$ cat src/design/life_generation_step_defines.svh
// Assertion macros shared by the life generation step RTL.
`ifndef LIFE_GENERATION_STEP_DEFINES_SVH
`define LIFE_GENERATION_STEP_DEFINES_SVH

// Same-cycle implication, clocked on clk and disabled while rst_n is low.
`define LGS_ASSERT_IMPL(label, ante, cons, msg) \
  label: assert property (@(posedge clk) disable iff (!rst_n) (ante) |-> (cons)) \
    else $error(msg);

// Next-cycle implication, clocked on clk and disabled while rst_n is low.
`define LGS_ASSERT_NEXT(label, ante, cons, msg) \
  label: assert property (@(posedge clk) disable iff (!rst_n) (ante) |=> (cons)) \
    else $error(msg);

`endif

$ cat src/design/lgs_pkg.sv
// Shared widths, window types and tap controls for the life generation step.
`default_nettype none

package lgs_pkg;

  localparam int BYTE_W    = 8;
  localparam int OUT_ROW_W = 7;
  localparam int OUT_COL_W = 4;

  typedef logic [BYTE_W-1:0] cell_byte_t;

  // One row of the 3x3 window seen by a byte: bit 0 is the cell left of the
  // byte, bits 8..1 are the byte itself, the top bit is the cell to its right.
  typedef logic [BYTE_W+1:0] win_row_t;

  typedef struct packed {
    win_row_t up;
    win_row_t mid;
    win_row_t dn;
  } window_t;

  typedef struct packed {
    logic second;
    logic up_valid;
    logic left_valid;
  } tap_ctl_t;

endpackage

`default_nettype wire

$ cat src/design/lgs_if.sv
// Valid/ready stream interfaces for the cell input and the result output.
`default_nettype none

interface lgs_in_if import lgs_pkg::*; ();
  logic       valid;
  logic       ready;
  cell_byte_t cell_byte;
  logic       frame_start;

  modport source (output valid, output cell_byte, output frame_start, input ready);
  modport sink (input valid, input cell_byte, input frame_start, output ready);
endinterface

interface lgs_out_if import lgs_pkg::*; ();
  logic                 valid;
  logic                 ready;
  cell_byte_t           next_byte;
  logic [OUT_ROW_W-1:0] out_row;
  logic [OUT_COL_W-1:0] out_column_byte;
  logic                 last_of_run;
  logic                 frame_done;

  modport source (output valid, output next_byte, output out_row, output out_column_byte,
                  output last_of_run, output frame_done, input ready);
  modport sink (input valid, input next_byte, input out_row, input out_column_byte,
                input last_of_run, input frame_done, output ready);
endinterface

`default_nettype wire

$ cat src/design/life_generation_step.sv
// Life generation step top level: streams a B3/S23 frame in, next generation out.
// The input channel carries one byte of eight cells per transfer, in raster
// order, bit i being column 8*byte+i; frame_start marks the first byte of a
// frame and restarts the position counters. The output channel carries one
// next-generation byte per transfer with its row, byte index, a last_of_run
// flag on the final result caused by an input, and frame_done on the very
// last byte of the frame. Inside a row the block takes one byte per cycle unless
// the receiver stalls; the last byte of a row yields two results and so holds
// the input while the first is issued, and the last byte of the frame yields
// two plus one row of results, during which the input is held while a dead row
// is shifted through the window. All of this is set by the one shared lane
// array and output register, which turn out one result per cycle unless the
// receiver stalls. Reset is synchronous and leaves the block at row 0, byte 0,
// with no result pending. When the receiver stalls, the result waits in the
// output register; the first input that owes a result then waits in the step
// register, after which ready drops until the result is taken.
`default_nettype none
`include "life_generation_step_defines.svh"

module life_generation_step import lgs_pkg::*; #(
  parameter int GRID_COLUMNS = 96,
  parameter int GRID_ROWS    = 96
) (
  input  logic       clk,
  input  logic       rst_n,
  lgs_in_if.sink     in_stream,
  lgs_out_if.source  out_stream
);

  localparam int BPR   = (GRID_COLUMNS + BYTE_W - 1) / BYTE_W;
  localparam int COL_W = (BPR > 1) ? $clog2(BPR) : 1;
  localparam int ROW_W = $clog2(GRID_ROWS);
  localparam int TAIL  = GRID_COLUMNS % BYTE_W;
  localparam cell_byte_t LAST_MASK = (TAIL == 0) ? '1 : BYTE_W'((1 << TAIL) - 1);
  localparam logic [COL_W-1:0] LAST_COL = COL_W'(BPR - 1);
  localparam logic [ROW_W-1:0] LAST_ROW = ROW_W'(GRID_ROWS - 1);

  // Input position counters.
  logic [ROW_W-1:0] row_cnt_r, row_cnt_nxt;
  logic [COL_W-1:0] col_cnt_r, col_cnt_nxt;

  // Dead-row flush that follows the last byte of a frame.
  logic             flush_active_r, flush_active_nxt;
  logic [COL_W-1:0] flush_col_r, flush_col_nxt;

  // Step register: the jobs that the last shifted byte still owes the output.
  // Job A is byte (row-1, col-1), job B is byte (row-1, col) at the row end.
  logic             job_a_r, job_a_nxt;
  logic             job_b_r, job_b_nxt;
  logic [COL_W-1:0] step_col_r, step_col_nxt;
  logic [ROW_W-1:0] step_row_r, step_row_nxt;
  logic             step_up_ok_r, step_up_ok_nxt;
  logic             step_quiet_r, step_quiet_nxt;
  logic             step_done_r, step_done_nxt;

  // Output register.
  logic                 out_valid_r, out_valid_nxt;
  cell_byte_t           next_byte_r;
  logic [OUT_ROW_W-1:0] out_row_r;
  logic [OUT_COL_W-1:0] out_col_r;
  logic                 last_of_run_r;
  logic                 frame_done_r;

  logic [ROW_W-1:0] in_row;
  logic [COL_W-1:0] in_col;
  logic             in_final;
  logic             step_busy;
  logic             out_free;
  logic             issue_fire;
  logic             step_free;
  logic             in_ready;
  logic             in_fire;
  logic             flush_fire;
  logic             load;
  cell_byte_t       push_byte;
  logic             issue_second;
  logic             issue_last;
  logic [COL_W-1:0] issue_col;
  tap_ctl_t         tap_ctl;
  window_t          win;
  cell_byte_t       result_mask;
  cell_byte_t       result_byte;

  // A frame start takes its byte as row 0, byte 0, whatever the counters say.
  assign in_row   = in_stream.frame_start ? '0 : row_cnt_r;
  assign in_col   = in_stream.frame_start ? '0 : col_cnt_r;
  assign in_final = (in_row == LAST_ROW) && (in_col == LAST_COL);

  // The window must not move while a job of the current step is still owed,
  // so a new byte is shifted in only once the step register empties.
  assign step_busy  = job_a_r | job_b_r;
  assign out_free   = !out_valid_r || out_stream.ready;
  assign issue_fire = step_busy && out_free;
  assign step_free  = !step_busy || (issue_fire && !(job_a_r && job_b_r));
  assign in_ready   = step_free && !flush_active_r;
  assign in_fire    = in_stream.valid && in_ready;
  assign flush_fire = flush_active_r && step_free;
  assign load       = in_fire || flush_fire;

  // Bits past the grid are stored as dead cells; the flush shifts a dead row.
  assign push_byte = in_fire
                   ? (in_stream.cell_byte & ((in_col == LAST_COL) ? LAST_MASK : '1))
                   : '0;

  assign in_stream.ready = in_ready;

  // Job A goes first; job B reuses the same window taps one column over.
  assign issue_second = !job_a_r;
  assign issue_last   = !job_a_r || !job_b_r;
  assign issue_col    = issue_second ? step_col_r : (step_col_r - COL_W'(1));
  assign tap_ctl      = '{second: issue_second, up_valid: step_up_ok_r,
                          left_valid: (issue_col != '0)};
  assign result_mask  = (issue_col == LAST_COL) ? LAST_MASK : '1;

  lgs_row_window #(
    .BYTES_PER_ROW (BPR)
  ) u_row_window (
    .clk       (clk),
    .push      (load),
    .push_byte (push_byte),
    .tap_ctl   (tap_ctl),
    .win       (win)
  );

  lgs_lane_merge u_lane_merge (
    .win       (win),
    .col_mask  (result_mask),
    .next_byte (result_byte)
  );

  // Position counters and flush sequencing.
  always_comb begin
    row_cnt_nxt      = row_cnt_r;
    col_cnt_nxt      = col_cnt_r;
    flush_active_nxt = flush_active_r;
    flush_col_nxt    = flush_col_r;
    if (in_fire) begin
      if (in_col == LAST_COL) begin
        col_cnt_nxt = '0;
        row_cnt_nxt = (in_row == LAST_ROW) ? '0 : (in_row + ROW_W'(1));
      end else begin
        col_cnt_nxt = in_col + COL_W'(1);
        row_cnt_nxt = in_row;
      end
      if (in_final) begin
        flush_active_nxt = 1'b1;
        flush_col_nxt    = '0;
      end
    end
    if (flush_fire) begin
      if (flush_col_r == LAST_COL) begin
        flush_active_nxt = 1'b0;
      end else begin
        flush_col_nxt = flush_col_r + COL_W'(1);
      end
    end
  end

  // Step register: a new step is loaded only when nothing is owed any more.
  always_comb begin
    job_a_nxt      = job_a_r;
    job_b_nxt      = job_b_r;
    step_col_nxt   = step_col_r;
    step_row_nxt   = step_row_r;
    step_up_ok_nxt = step_up_ok_r;
    step_quiet_nxt = step_quiet_r;
    step_done_nxt  = step_done_r;
    if (issue_fire) begin
      if (job_a_r) begin
        job_a_nxt = 1'b0;
      end else begin
        job_b_nxt = 1'b0;
      end
    end
    if (in_fire) begin
      job_a_nxt      = (in_row != '0) && (in_col != '0);
      job_b_nxt      = (in_row != '0) && (in_col == LAST_COL);
      step_col_nxt   = in_col;
      step_row_nxt   = in_row - ROW_W'(1);
      step_up_ok_nxt = (in_row >= ROW_W'(2));
      // The frame's last byte is not the end of its run: the flush follows.
      step_quiet_nxt = in_final;
      step_done_nxt  = 1'b0;
    end else if (flush_fire) begin
      job_a_nxt      = (flush_col_r != '0);
      job_b_nxt      = (flush_col_r == LAST_COL);
      step_col_nxt   = flush_col_r;
      step_row_nxt   = LAST_ROW;
      step_up_ok_nxt = 1'b1;
      // The whole flush belongs to the frame's last input, so only its final
      // step closes the run.
      step_quiet_nxt = (flush_col_r != LAST_COL);
      step_done_nxt  = (flush_col_r == LAST_COL);
    end
  end

  always_comb begin
    out_valid_nxt = out_valid_r;
    if (issue_fire) begin
      out_valid_nxt = 1'b1;
    end else if (out_stream.ready) begin
      out_valid_nxt = 1'b0;
    end
  end

  always_ff @(posedge clk) begin
    if (!rst_n) begin
      row_cnt_r      <= '0;
      col_cnt_r      <= '0;
      flush_active_r <= 1'b0;
      flush_col_r    <= '0;
      job_a_r        <= 1'b0;
      job_b_r        <= 1'b0;
      out_valid_r    <= 1'b0;
    end else begin
      row_cnt_r      <= row_cnt_nxt;
      col_cnt_r      <= col_cnt_nxt;
      flush_active_r <= flush_active_nxt;
      flush_col_r    <= flush_col_nxt;
      job_a_r        <= job_a_nxt;
      job_b_r        <= job_b_nxt;
      out_valid_r    <= out_valid_nxt;
    end
  end

  // Step and result payload carry no reset; the job bits and valid guard them.
  always_ff @(posedge clk) begin
    step_col_r   <= step_col_nxt;
    step_row_r   <= step_row_nxt;
    step_up_ok_r <= step_up_ok_nxt;
    step_quiet_r <= step_quiet_nxt;
    step_done_r  <= step_done_nxt;
    if (issue_fire) begin
      next_byte_r   <= result_byte;
      out_row_r     <= OUT_ROW_W'(step_row_r);
      out_col_r     <= OUT_COL_W'(issue_col);
      last_of_run_r <= issue_last && !step_quiet_r;
      frame_done_r  <= issue_last && step_done_r;
    end
  end

  assign out_stream.valid           = out_valid_r;
  assign out_stream.next_byte       = next_byte_r;
  assign out_stream.out_row         = out_row_r;
  assign out_stream.out_column_byte = out_col_r;
  assign out_stream.last_of_run     = last_of_run_r;
  assign out_stream.frame_done      = frame_done_r;

  `LGS_ASSERT_IMPL(a_done_is_row_end, out_valid_r && frame_done_r,
                   last_of_run_r && (out_col_r == OUT_COL_W'(LAST_COL)),
                   "frame_done off the last byte of a run")
  `LGS_ASSERT_IMPL(a_window_holds, load && step_busy,
                   issue_fire && !(job_a_r && job_b_r),
                   "window shifted under an owed job")
  `LGS_ASSERT_NEXT(a_flush_follows_final, in_fire && in_final,
                   flush_active_r && (flush_col_r == '0),
                   "no flush after the frame's last byte")
  `LGS_ASSERT_IMPL(a_job_b_at_row_end, job_b_r, step_col_r == LAST_COL,
                   "row-end job away from the last byte")

endmodule

`default_nettype wire

$ cat src/design/lgs_row_window.sv
// Byte shift line over two rows plus three bytes, with the 3x3 window taps.
`default_nettype none

module lgs_row_window import lgs_pkg::*; #(
  parameter int BYTES_PER_ROW = 12
) (
  input  logic       clk,
  input  logic       push,
  input  cell_byte_t push_byte,
  input  tap_ctl_t   tap_ctl,
  output window_t    win
);

  localparam int DEPTH    = 2 * BYTES_PER_ROW + 3;
  localparam int MID_BASE = BYTES_PER_ROW;
  localparam int UP_BASE  = 2 * BYTES_PER_ROW;

  cell_byte_t line_r [DEPTH];

  // Index 0 is the newest byte; index base+k is column (current - k) of that row.
  always_ff @(posedge clk) begin
    if (push) begin
      line_r[0] <= push_byte;
      for (int k = 1; k < DEPTH; k++) begin
        line_r[k] <= line_r[k-1];
      end
    end
  end

  function automatic win_row_t tap_row(cell_byte_t near_b, cell_byte_t mid_b,
                                       cell_byte_t far_b, tap_ctl_t ctl);
    logic       left;
    cell_byte_t centre;
    logic       right;
    if (ctl.second) begin
      left   = mid_b[BYTE_W-1];
      centre = near_b;
      right  = 1'b0;
    end else begin
      left   = far_b[BYTE_W-1];
      centre = mid_b;
      right  = near_b[0];
    end
    left = left & ctl.left_valid;
    return {right, centre, left};
  endfunction

  always_comb begin
    win.dn  = tap_row(line_r[0], line_r[1], line_r[2], tap_ctl);
    win.mid = tap_row(line_r[MID_BASE], line_r[MID_BASE+1], line_r[MID_BASE+2], tap_ctl);
    win.up  = tap_ctl.up_valid
            ? tap_row(line_r[UP_BASE], line_r[UP_BASE+1], line_r[UP_BASE+2], tap_ctl)
            : '0;
  end

endmodule

`default_nettype wire

$ cat src/design/lgs_lane.sv
// One cell lane: counts the eight neighbors and applies the B3/S23 rule.
`default_nettype none

module lgs_lane (
  input  logic [2:0] up,
  input  logic [2:0] mid,
  input  logic [2:0] dn,
  output logic       next_cell
);

  localparam int NBR_W = 4;
  localparam logic [NBR_W-1:0] BIRTH_COUNT   = NBR_W'(3);
  localparam logic [NBR_W-1:0] SURVIVE_COUNT = NBR_W'(2);

  logic [NBR_W-1:0] count;

  assign count = NBR_W'(up[0]) + NBR_W'(up[1]) + NBR_W'(up[2])
               + NBR_W'(mid[0]) + NBR_W'(mid[2])
               + NBR_W'(dn[0]) + NBR_W'(dn[1]) + NBR_W'(dn[2]);

  assign next_cell = (count == BIRTH_COUNT) || (mid[1] && (count == SURVIVE_COUNT));

endmodule

`default_nettype wire

$ cat src/design/lgs_lane_merge.sv
// Eight cell lanes side by side and the stage that merges them into a byte.
`default_nettype none

module lgs_lane_merge import lgs_pkg::*; (
  input  window_t    win,
  input  cell_byte_t col_mask,
  output cell_byte_t next_byte
);

  cell_byte_t lane_bits;

  for (genvar i = 0; i < BYTE_W; i++) begin : g_lane
    lgs_lane u_lane (
      .up        (win.up[i+2:i]),
      .mid       (win.mid[i+2:i]),
      .dn        (win.dn[i+2:i]),
      .next_cell (lane_bits[i])
    );
  end

  // Cells past the right edge of the grid are always dead.
  assign next_byte = lane_bits & col_mask;

endmodule

`default_nettype wire

$ cat src/flat_wrapper.sv
// flat-port wrapper written by rule: the top's interface ports become plain ports
module life_generation_step_flat import lgs_pkg::*;
#(
  parameter int GRID_COLUMNS = 96,
  parameter int GRID_ROWS    = 96
)
  (clk, rst_n, in_stream_valid, in_stream_cell_byte, in_stream_frame_start, in_stream_ready, out_stream_valid, out_stream_next_byte, out_stream_out_row, out_stream_out_column_byte, out_stream_last_of_run, out_stream_frame_done, out_stream_ready);
  lgs_in_if in_stream_i ();
  lgs_out_if out_stream_i ();
  input  logic clk;
  input  logic rst_n;
  input wire logic [$bits(in_stream_i.valid)-1:0] in_stream_valid;
  input wire logic [$bits(in_stream_i.cell_byte)-1:0] in_stream_cell_byte;
  input wire logic [$bits(in_stream_i.frame_start)-1:0] in_stream_frame_start;
  output wire logic [$bits(in_stream_i.ready)-1:0] in_stream_ready;
  output wire logic [$bits(out_stream_i.valid)-1:0] out_stream_valid;
  output wire logic [$bits(out_stream_i.next_byte)-1:0] out_stream_next_byte;
  output wire logic [$bits(out_stream_i.out_row)-1:0] out_stream_out_row;
  output wire logic [$bits(out_stream_i.out_column_byte)-1:0] out_stream_out_column_byte;
  output wire logic [$bits(out_stream_i.last_of_run)-1:0] out_stream_last_of_run;
  output wire logic [$bits(out_stream_i.frame_done)-1:0] out_stream_frame_done;
  input wire logic [$bits(out_stream_i.ready)-1:0] out_stream_ready;
  assign in_stream_i.valid = in_stream_valid;
  assign in_stream_i.cell_byte = in_stream_cell_byte;
  assign in_stream_i.frame_start = in_stream_frame_start;
  assign in_stream_ready = in_stream_i.ready;
  assign out_stream_valid = out_stream_i.valid;
  assign out_stream_next_byte = out_stream_i.next_byte;
  assign out_stream_out_row = out_stream_i.out_row;
  assign out_stream_out_column_byte = out_stream_i.out_column_byte;
  assign out_stream_last_of_run = out_stream_i.last_of_run;
  assign out_stream_frame_done = out_stream_i.frame_done;
  assign out_stream_i.ready = out_stream_ready;
  life_generation_step #(.GRID_COLUMNS(GRID_COLUMNS), .GRID_ROWS(GRID_ROWS)) u_core (.clk(clk), .rst_n(rst_n), .in_stream(in_stream_i), .out_stream(out_stream_i));
endmodule
$ cat config.mk
export PLATFORM = sky130hd
export DESIGN_NAME = life_generation_step_flat
export DESIGN_NICKNAME = d
export VERILOG_FILES = /design/src/design/lgs_pkg.sv /design/src/design/lgs_if.sv /design/src/design/life_generation_step.sv /design/src/design/lgs_row_window.sv /design/src/design/lgs_lane.sv /design/src/design/lgs_lane_merge.sv /design/src/flat_wrapper.sv
export VERILOG_INCLUDE_DIRS = /design/src /design/src/design
export SDC_FILE = /design/constraint.sdc
export NUM_CORES = 1
export LEC_CHECK = 0
export BUFFER_PORTS_ARGS = -buffer_cell sky130_fd_sc_hd__buf_2
export CELL_PAD_IN_SITES_DETAIL_PLACEMENT = 1
export CELL_PAD_IN_SITES_GLOBAL_PLACEMENT = 2
export CORE_ASPECT_RATIO = 1.2
export CORE_MARGIN = 4
export CORE_UTILIZATION = 48
export CTS_BUF_LIST = sky130_fd_sc_hd__clkbuf_4
export DETAILED_ROUTE_END_ITERATION = 12
export GPL_ROUTABILITY_DRIVEN = 0
export GPL_TIMING_DRIVEN = 0
export PLACE_DENSITY = 0.83
export SLEW_MARGIN = 20
export SYNTH_ARGS = -nofsm -noshare
export SYNTH_HDL_FRONTEND = slang
export SYNTH_HIERARCHICAL = 1
export SYNTH_SLANG_ARGS = --single-unit
$ cat constraint.sdc
create_clock -name clk -period 19.07 [get_ports clk]
set_input_delay 3.814 -clock clk [delete_from_list [all_inputs] [get_ports clk]]
set_output_delay 3.814 -clock clk [all_outputs]
set_load 0.02 [all_outputs]
Word level (Yosys, flattened, before mapping)

Memory sizes are Yosys's and may differ from the RTL's.
Cells that the tools add are included.

RAM bits: 216
Bits of input ports: 13
Memories: 1
Flip-flop bits (word level): 54

Equality and inequality tests: 21
Muxes and demuxes: 44
Order comparisons: 1
Reductions and logical operators: 46
Bitwise logic cells: 4
Add/subtract/negate cells: 61

Memories:

| memory                     | words | bits a word | rd ports | clocked after Yosys merged registers in | write ports | RTL line             | source |
|---|---|---|---|---|---|---|---|
| u_core.u_row_window.line_r | 27    | 8           | 27       | 0                                       | 27          | lgs_row_window.sv:18 | `cell_byte_t line_r [DEPTH];` |

Operators by type and width:

| operator              | number |
|---|---|
| $add A4 B1 Y4         | 41 |
| $eq A4 B2 Y1 const B  | 16 |
| $mux W4               | 9 |
| $mux W7               | 5 |
| $mux W8               | 4 |
| $mux W1               | 25 |
| $add A2 B1 Y3         | 7 |
| $logic_and A1 B1 Y1   | 19 |
| $add A1 B1 Y2         | 8 |
| $logic_or A1 B1 Y1    | 12 |
| $reduce_bool A4 Y1    | 3 |
| $mux W10              | 1 |
| $add A4 B1 Y4 const B | 2 |
| $eq A4 B4 Y1 const B  | 2 |
| $add A7 B1 Y7 const B | 1 |
| $eq A7 B7 Y1 const B  | 1 |
| $ge A7 B2 Y1 const B  | 1 |
| $logic_not A1 Y1      | 7 |
| $reduce_bool A7 Y1    | 1 |
| $sub A7 B1 Y7 const B | 1 |
| $ne A4 B4 Y1 const B  | 1 |
| $reduce_bool A2 Y1    | 2 |
| $sub A4 B1 Y4 const B | 1 |
| $and A1 B1 Y1         | 3 |
| other kinds (4)       | 4 |

Longest topological paths before layout

Depth in word-level cells: 15
Mapped depth: 17
Gate-level depth less buffers: 17

By module

Netlist, hierarchy kept.

Modules (own cells, without submodules):

| module                                              | times used | cells each | area an instance (um2) |
|---|---|---|---|
| lgs_row_window                                      | 1          | 255        | 6,682.7 |
| life_generation_step                                | 1          | 262        | 2,750.1 |
| lgs_lane (u_core.u_lane_merge.g_lane[1].u_lane ...) | 4          | 23         | 200.2 |
| lgs_lane (u_core.u_lane_merge.g_lane[0].u_lane ...) | 4          | 23         | 185.2 |
| lgs_lane_merge                                      | 1          | 8          | 50.0 |

Worst setup path after synthesis

OpenSTA, ideal clock, no wires.

Path type: input to register
Start point: in out_stream_ready
End point: reg u_core.job_b_r
Cell stages on the path: 5
Setup slack: 4.332 ns
Data arrival time: 14.637 ns
Buffers on the path: 1
Library setup time: 0.101 ns
Cells stage by stage: nand2b_1 a21oi_4 buf_6 nor2_1 o221a_2

Cells in the longest elaborated chain, start to end: 8

Ends and longest elaborated chain:

| what                                                                | RTL line                    | source |
|---|---|---|
| from (decl)                                                         | flat_wrapper.sv:22          | `input wire logic [$bits(out_stream_i.ready)-1:0] out_stream_ready;` |
| $logic_or A1 B1 Y1 *                                                | life_generation_step.sv:92  | `assign out_free = !out_valid_r \|\| out_stream.ready;` |
| $logic_and A1 B1 Y1 *                                               | life_generation_step.sv:93  | `assign issue_fire = step_busy && out_free;` |
| $logic_and A1 B1 Y1                                                 | life_generation_step.sv:94  | `assign step_free = !step_busy \|\| (issue_fire && !(job_a_r && job_b_r));` |
| $logic_or A1 B1 Y1                                                  | life_generation_step.sv:94  |  |
| $logic_and A1 B1 Y1                                                 | life_generation_step.sv:95  | `assign in_ready = step_free && !flush_active_r;` |
| $logic_and A1 B1 Y1                                                 | life_generation_step.sv:96  | `assign in_fire = in_stream.valid && in_ready;` |
| $ne A3 B3 Y1 (no source line) or $reduce_bool A3 Y1 (tied branches) | n/a                         |  |
| $reduce_and A2 Y1 (no source line)                                  | n/a                         |  |
| to (signal assigned)                                                | life_generation_step.sv:221 | `job_b_r <= job_b_nxt;` |
| to (decl)                                                           | life_generation_step.sv:49  | `logic job_b_r, job_b_nxt;` |

Mark *: on every way between the ends. The rest lies on a longest branch, timed or not.
A chain may end at the register's enable or synchronous reset.

Worst setup path after layout

Start point: in out_stream_ready
End point: out in_stream_ready

Cells in the longest elaborated chain, start to end: 5

Ends and longest elaborated chain:

| what                | RTL line                   | source |
|---|---|---|
| $logic_or A1 B1 Y1  | life_generation_step.sv:92 |  |
| $logic_and A1 B1 Y1 | life_generation_step.sv:93 |  |
| $logic_and A1 B1 Y1 | life_generation_step.sv:94 |  |
| $logic_or A1 B1 Y1  | life_generation_step.sv:94 |  |
| $logic_and A1 B1 Y1 | life_generation_step.sv:95 |  |
| to (decl)           | flat_wrapper.sv:15         | `output wire logic [$bits(in_stream_i.ready)-1:0] in_stream_ready;` |

Every way passes these cells.

==> run_results.csv <==
group,metric,value,unit
power,power_frac_seq,53.2,%
placed_design,hpwl,14.0,mm
final_layout,areaGrowthSynthToFinish,14.6,%
die,dieArea,0.0255,mm²
power,ir_drop,0.0522,mV
placed_design,place_area,0.0118,mm²
cts,cts_resized,0,
final_layout,final_area,0.0126,mm²
logic_synthesis,ys_warn_count,6,
timing,relSlewSlack,47.4,%
grt,grt_usage,17.3,%
grt,grt_start_max_net_pins,32,
power,finalPower,1.30,mW
detailed_routing,drt_iter0_markers,295,
timing,hold_viol_final,0,
cts,post_cts_buffers,0,
hold_path,min_from,"u_core/u_row_window/line_r[0][40]",
cts,cts_tree,"yes",
detailed_routing,wirelength,21.2,mm
critical_path,path_cells,"buf_2 > nand2b_1 > a21oi_4 > buf_4 > nor2_1 > buf_2",
power,p_int,991,µW
critical_path,critical-path-top-delay-family,"buffers and inverters",
critical_path,reg2reg_to,"u_core/out_stream.next_byte[0]",
die,rows,60,
logic_synthesis,synth_flop_cell,"edfxtp_1",
cts,cts.htree.levels,3,
timing,tightest_slew,0.787,ns
detailed_routing,wl_per_cell,18.3,µm
grt,grt_first_pass_wirelength,35.1,mm
timing,fin_crit_sh,45.7,%
timing,fmax,115,MHz
timing,clock_skew,0.0382,ns
logic_synthesis,netlist_area,0.0110,mm²
logic_synthesis,yosysSeqAreaShare,69.8,%
power,clock_power_share,36.6,%
critical_path,cp_max_fo,10,
power,p_sw_share,24.0,%
hold_path,hold_end,"u_core/u_row_window/line_r[0][48]",
power,leakage,4.97,nW
grt,globalRoute.totalOverflow,0,
die,start_util,48.9,%
detailed_routing,drc,0,
hold_path,hp-class,"flip-flop to flip-flop",
cts,hold_buffers,0,
final_layout,drive_gt1_share,21.2,%
logic_synthesis,async_flop_share,0,%
hold_path,min_path_cells,0,
cts,clockBufferDepth,3,
critical_path,arrival,4.90,ns
critical_path,slowest_delay,0.31,ns
critical_path,cp.required,15.26,ns
grt,grt_antenna_before_repair,1,
timing,fin_setup_tns,0,ns
logic_synthesis,ys_seq_elements,263,
cts,clkTransAtPathRegs,0.07,ns
critical_path,crit_path_end_kind,"output pin",
power,power_switching,314,µW
timing,setup_viol,0,
logic_synthesis,synth_edf_count,243,
detailed_routing,vias,6025,
job,cap_violations,0,
detailed_routing,ant_nets,0,
final_layout,final_cell_mix,"edfxtp_1, inv_1, clkbuf_4",
timing,slew_violations,0,
final_layout,multi_input_area,0.00288,mm²
cts,cts-buffers-inserted,69,
power,p_per_area,103,mW/mm²
critical_path,critPathKind,"input port to output pin",
cts,cts_sinks,263,
critical_path,ff2ff_path_depth,16,
timing,fin_crit,8.71,ns
grt,grt_pass1_vias,6805,
cts,clk_latency,0.64,ns
logic_synthesis,syn_area_per_cell,15.5,µm²
critical_path,crit_slowest_cell,"a21oi_4",
die,io_pins,36,
critical_path,r2r-start,"u_core/job_a_r",
placed_design,io_buffers,35,
die,die_h,174,µm
final_layout,nets,908,
run_status,status,"complete, no violations",
final_layout,nFillCells,2191,
die,die_x,146,µm
critical_path,r2r_setup_slack,14.46,ns
cts,cts-root-buf,"clkbuf_4",
final_layout,regArea,0.00770,mm²
detailed_routing,viasPerCell,5.22,
power,power_frac_comb,10.2,%
critical_path,cp_num_buf_inv,3,
logic_synthesis,syn_inst,709,
critical_path,crit_path_start_kind,"input port",
critical_path,crit_top_cell,"buf_2",
logic_synthesis,synth_cell_type_count,62,
final_layout,final_common_cell,"edfxtp_1",
detailed_routing,dr.pass1.iters,6,
die,coreArea,0.0225,mm²
timing,rsz0062_at_grt,"no",
-- worst max-delay path by stage --
stage / slack (ns) / depth (start not counted) / end / from
4_1_cts: 10.36 / 6 / in_stream_ready / out_stream_ready
3_5_place_dp: 10.37 / 6 / in_stream_ready / out_stream_ready
2_1_floorplan: 4.33 / 5 / u_core/job_b_r / out_stream_ready
3_3_place_gp: 1.04 / 6 / u_core/job_b_r / out_stream_ready
5_1_grt: 10.29 / 6 / in_stream_ready / out_stream_ready
6_report: 10.36 / 6 / in_stream_ready / out_stream_ready
-- layer usage --
metal,vias to the layer above,GRT usage [%],part of all wire [%]
li1,2833,-,-
met1,3037,22.4,44
met2,126,28.2,50
met3,29,4.30,4.6
met4,0,6.82,1.7
met5,-,0,0
-- synthesized netlist by cell type, types with 3 or more instances --
master    instances  area share, %
o211a_1           4           0.36
nand2b_1          9           0.51
a21oi_1          18           0.82
clkbuf_1          9           0.31
nand3b_1          8           0.54
o22ai_1           5           0.28
nand4_1           5           0.28
o211ai_1          4           0.27
o21a_1            3           0.20
nand2_1          22           0.75
or2_1             4           0.23
ha_1             33            3.7
o311ai_0          5           0.40
and3_1            9           0.51
or2_0             4           0.23
mux2i_1          12            1.1
a31oi_1           4           0.23
nor2b_1          19            1.1
nor3_1            3           0.14
mux2_2           16            1.6
nor2_1           15           0.51
edfxtp_1        243             66
o31ai_1           3           0.20
fa_1             32            5.8
xnor2_1           4           0.32
or3_1             3           0.17
inv_1            97            3.3
nand3_1          12           0.54
dfxtp_1          20            3.6
a211oi_2          5           0.57
and2_1           12           0.68
buf_4             6           0.41
o21ai_0          22            1.0
-- stage by stage --
step | setup WS [ns] | std cells | util (%) | hold WS, ns
after floorplan | 4.33 | 716 | - | 0.400
after global placement | 1.04 | 1030 | 51.4 | 0.401
after detailed placement | 10.37 | 1038 | 52.3 | 0.405
after CTS | 10.36 | 1153 | 56.1 | 0.388
after global routing | 10.29 | 1154 | 56.1 | 0.402
final | 10.36 | 1154 | 56.1 | 0.399
-- power groups by stage --
stage                     Combinational, mW  Clock (mW)  Sequential [mW]
final                                 0.133       0.477            0.694
after global routing                  0.154       0.536            0.698
after CTS                             0.136       0.502            0.695
after detailed placement              0.134           0            0.706
after global placement                0.117           0            0.714
after floorplan                      0.0902           0            0.709
-- state kept, by name, summed over array words and instances (netlist names) --
register / cells
u_core/step_up_ok_r: 1
u_core/job_b_r: 1
u_core/out_stream.out_column_byte: 4
u_core/row_cnt_r: 7
u_core/flush_col_r: 4
u_core/step_row_r: 7
u_core/out_stream.next_byte: 8
u_core/step_done_r: 1
u_core/col_cnt_r: 4
u_core/out_stream.valid: 1
u_core/u_row_window/line_r: 209
u_core/step_quiet_r: 1
u_core/job_a_r: 1
u_core/out_stream.out_row: 7
u_core/out_stream.last_of_run: 1
u_core/out_stream.frame_done: 1
u_core/step_col_r: 4
u_core/flush_active_r: 1
-- layout make-up --
type	instances	share of cell area (%)
clock inverter	20	1.08
timing repair buffer	43	2.89
multi-input combinational	335	22.8
sequential	263	60.9
buffer	20	0.921
tap	279	2.76
clock buffer	95	5.65
inverter	98	2.91
antenna	1	0.0198
-- cells by family after synthesis --
| kind of cell | after synthesis | share of synthesized area (%) |
|---|---|---|
| AO/OA/AOI/OAI | 90 | 5.77 |
| XOR/XNOR | 6 | 0.477 |
| adder cells (fa/ha/maj) | 65 | 9.56 |
| buffers and inverters | 118 | 4.39 |
| flip-flops | 263 | 69.8 |
| multiplexers | 28 | 2.72 |
| other | 1 | 0.0340 |
| AND/OR/NAND/NOR | 138 | 7.23 |
(Power assumes the default switching activity.)
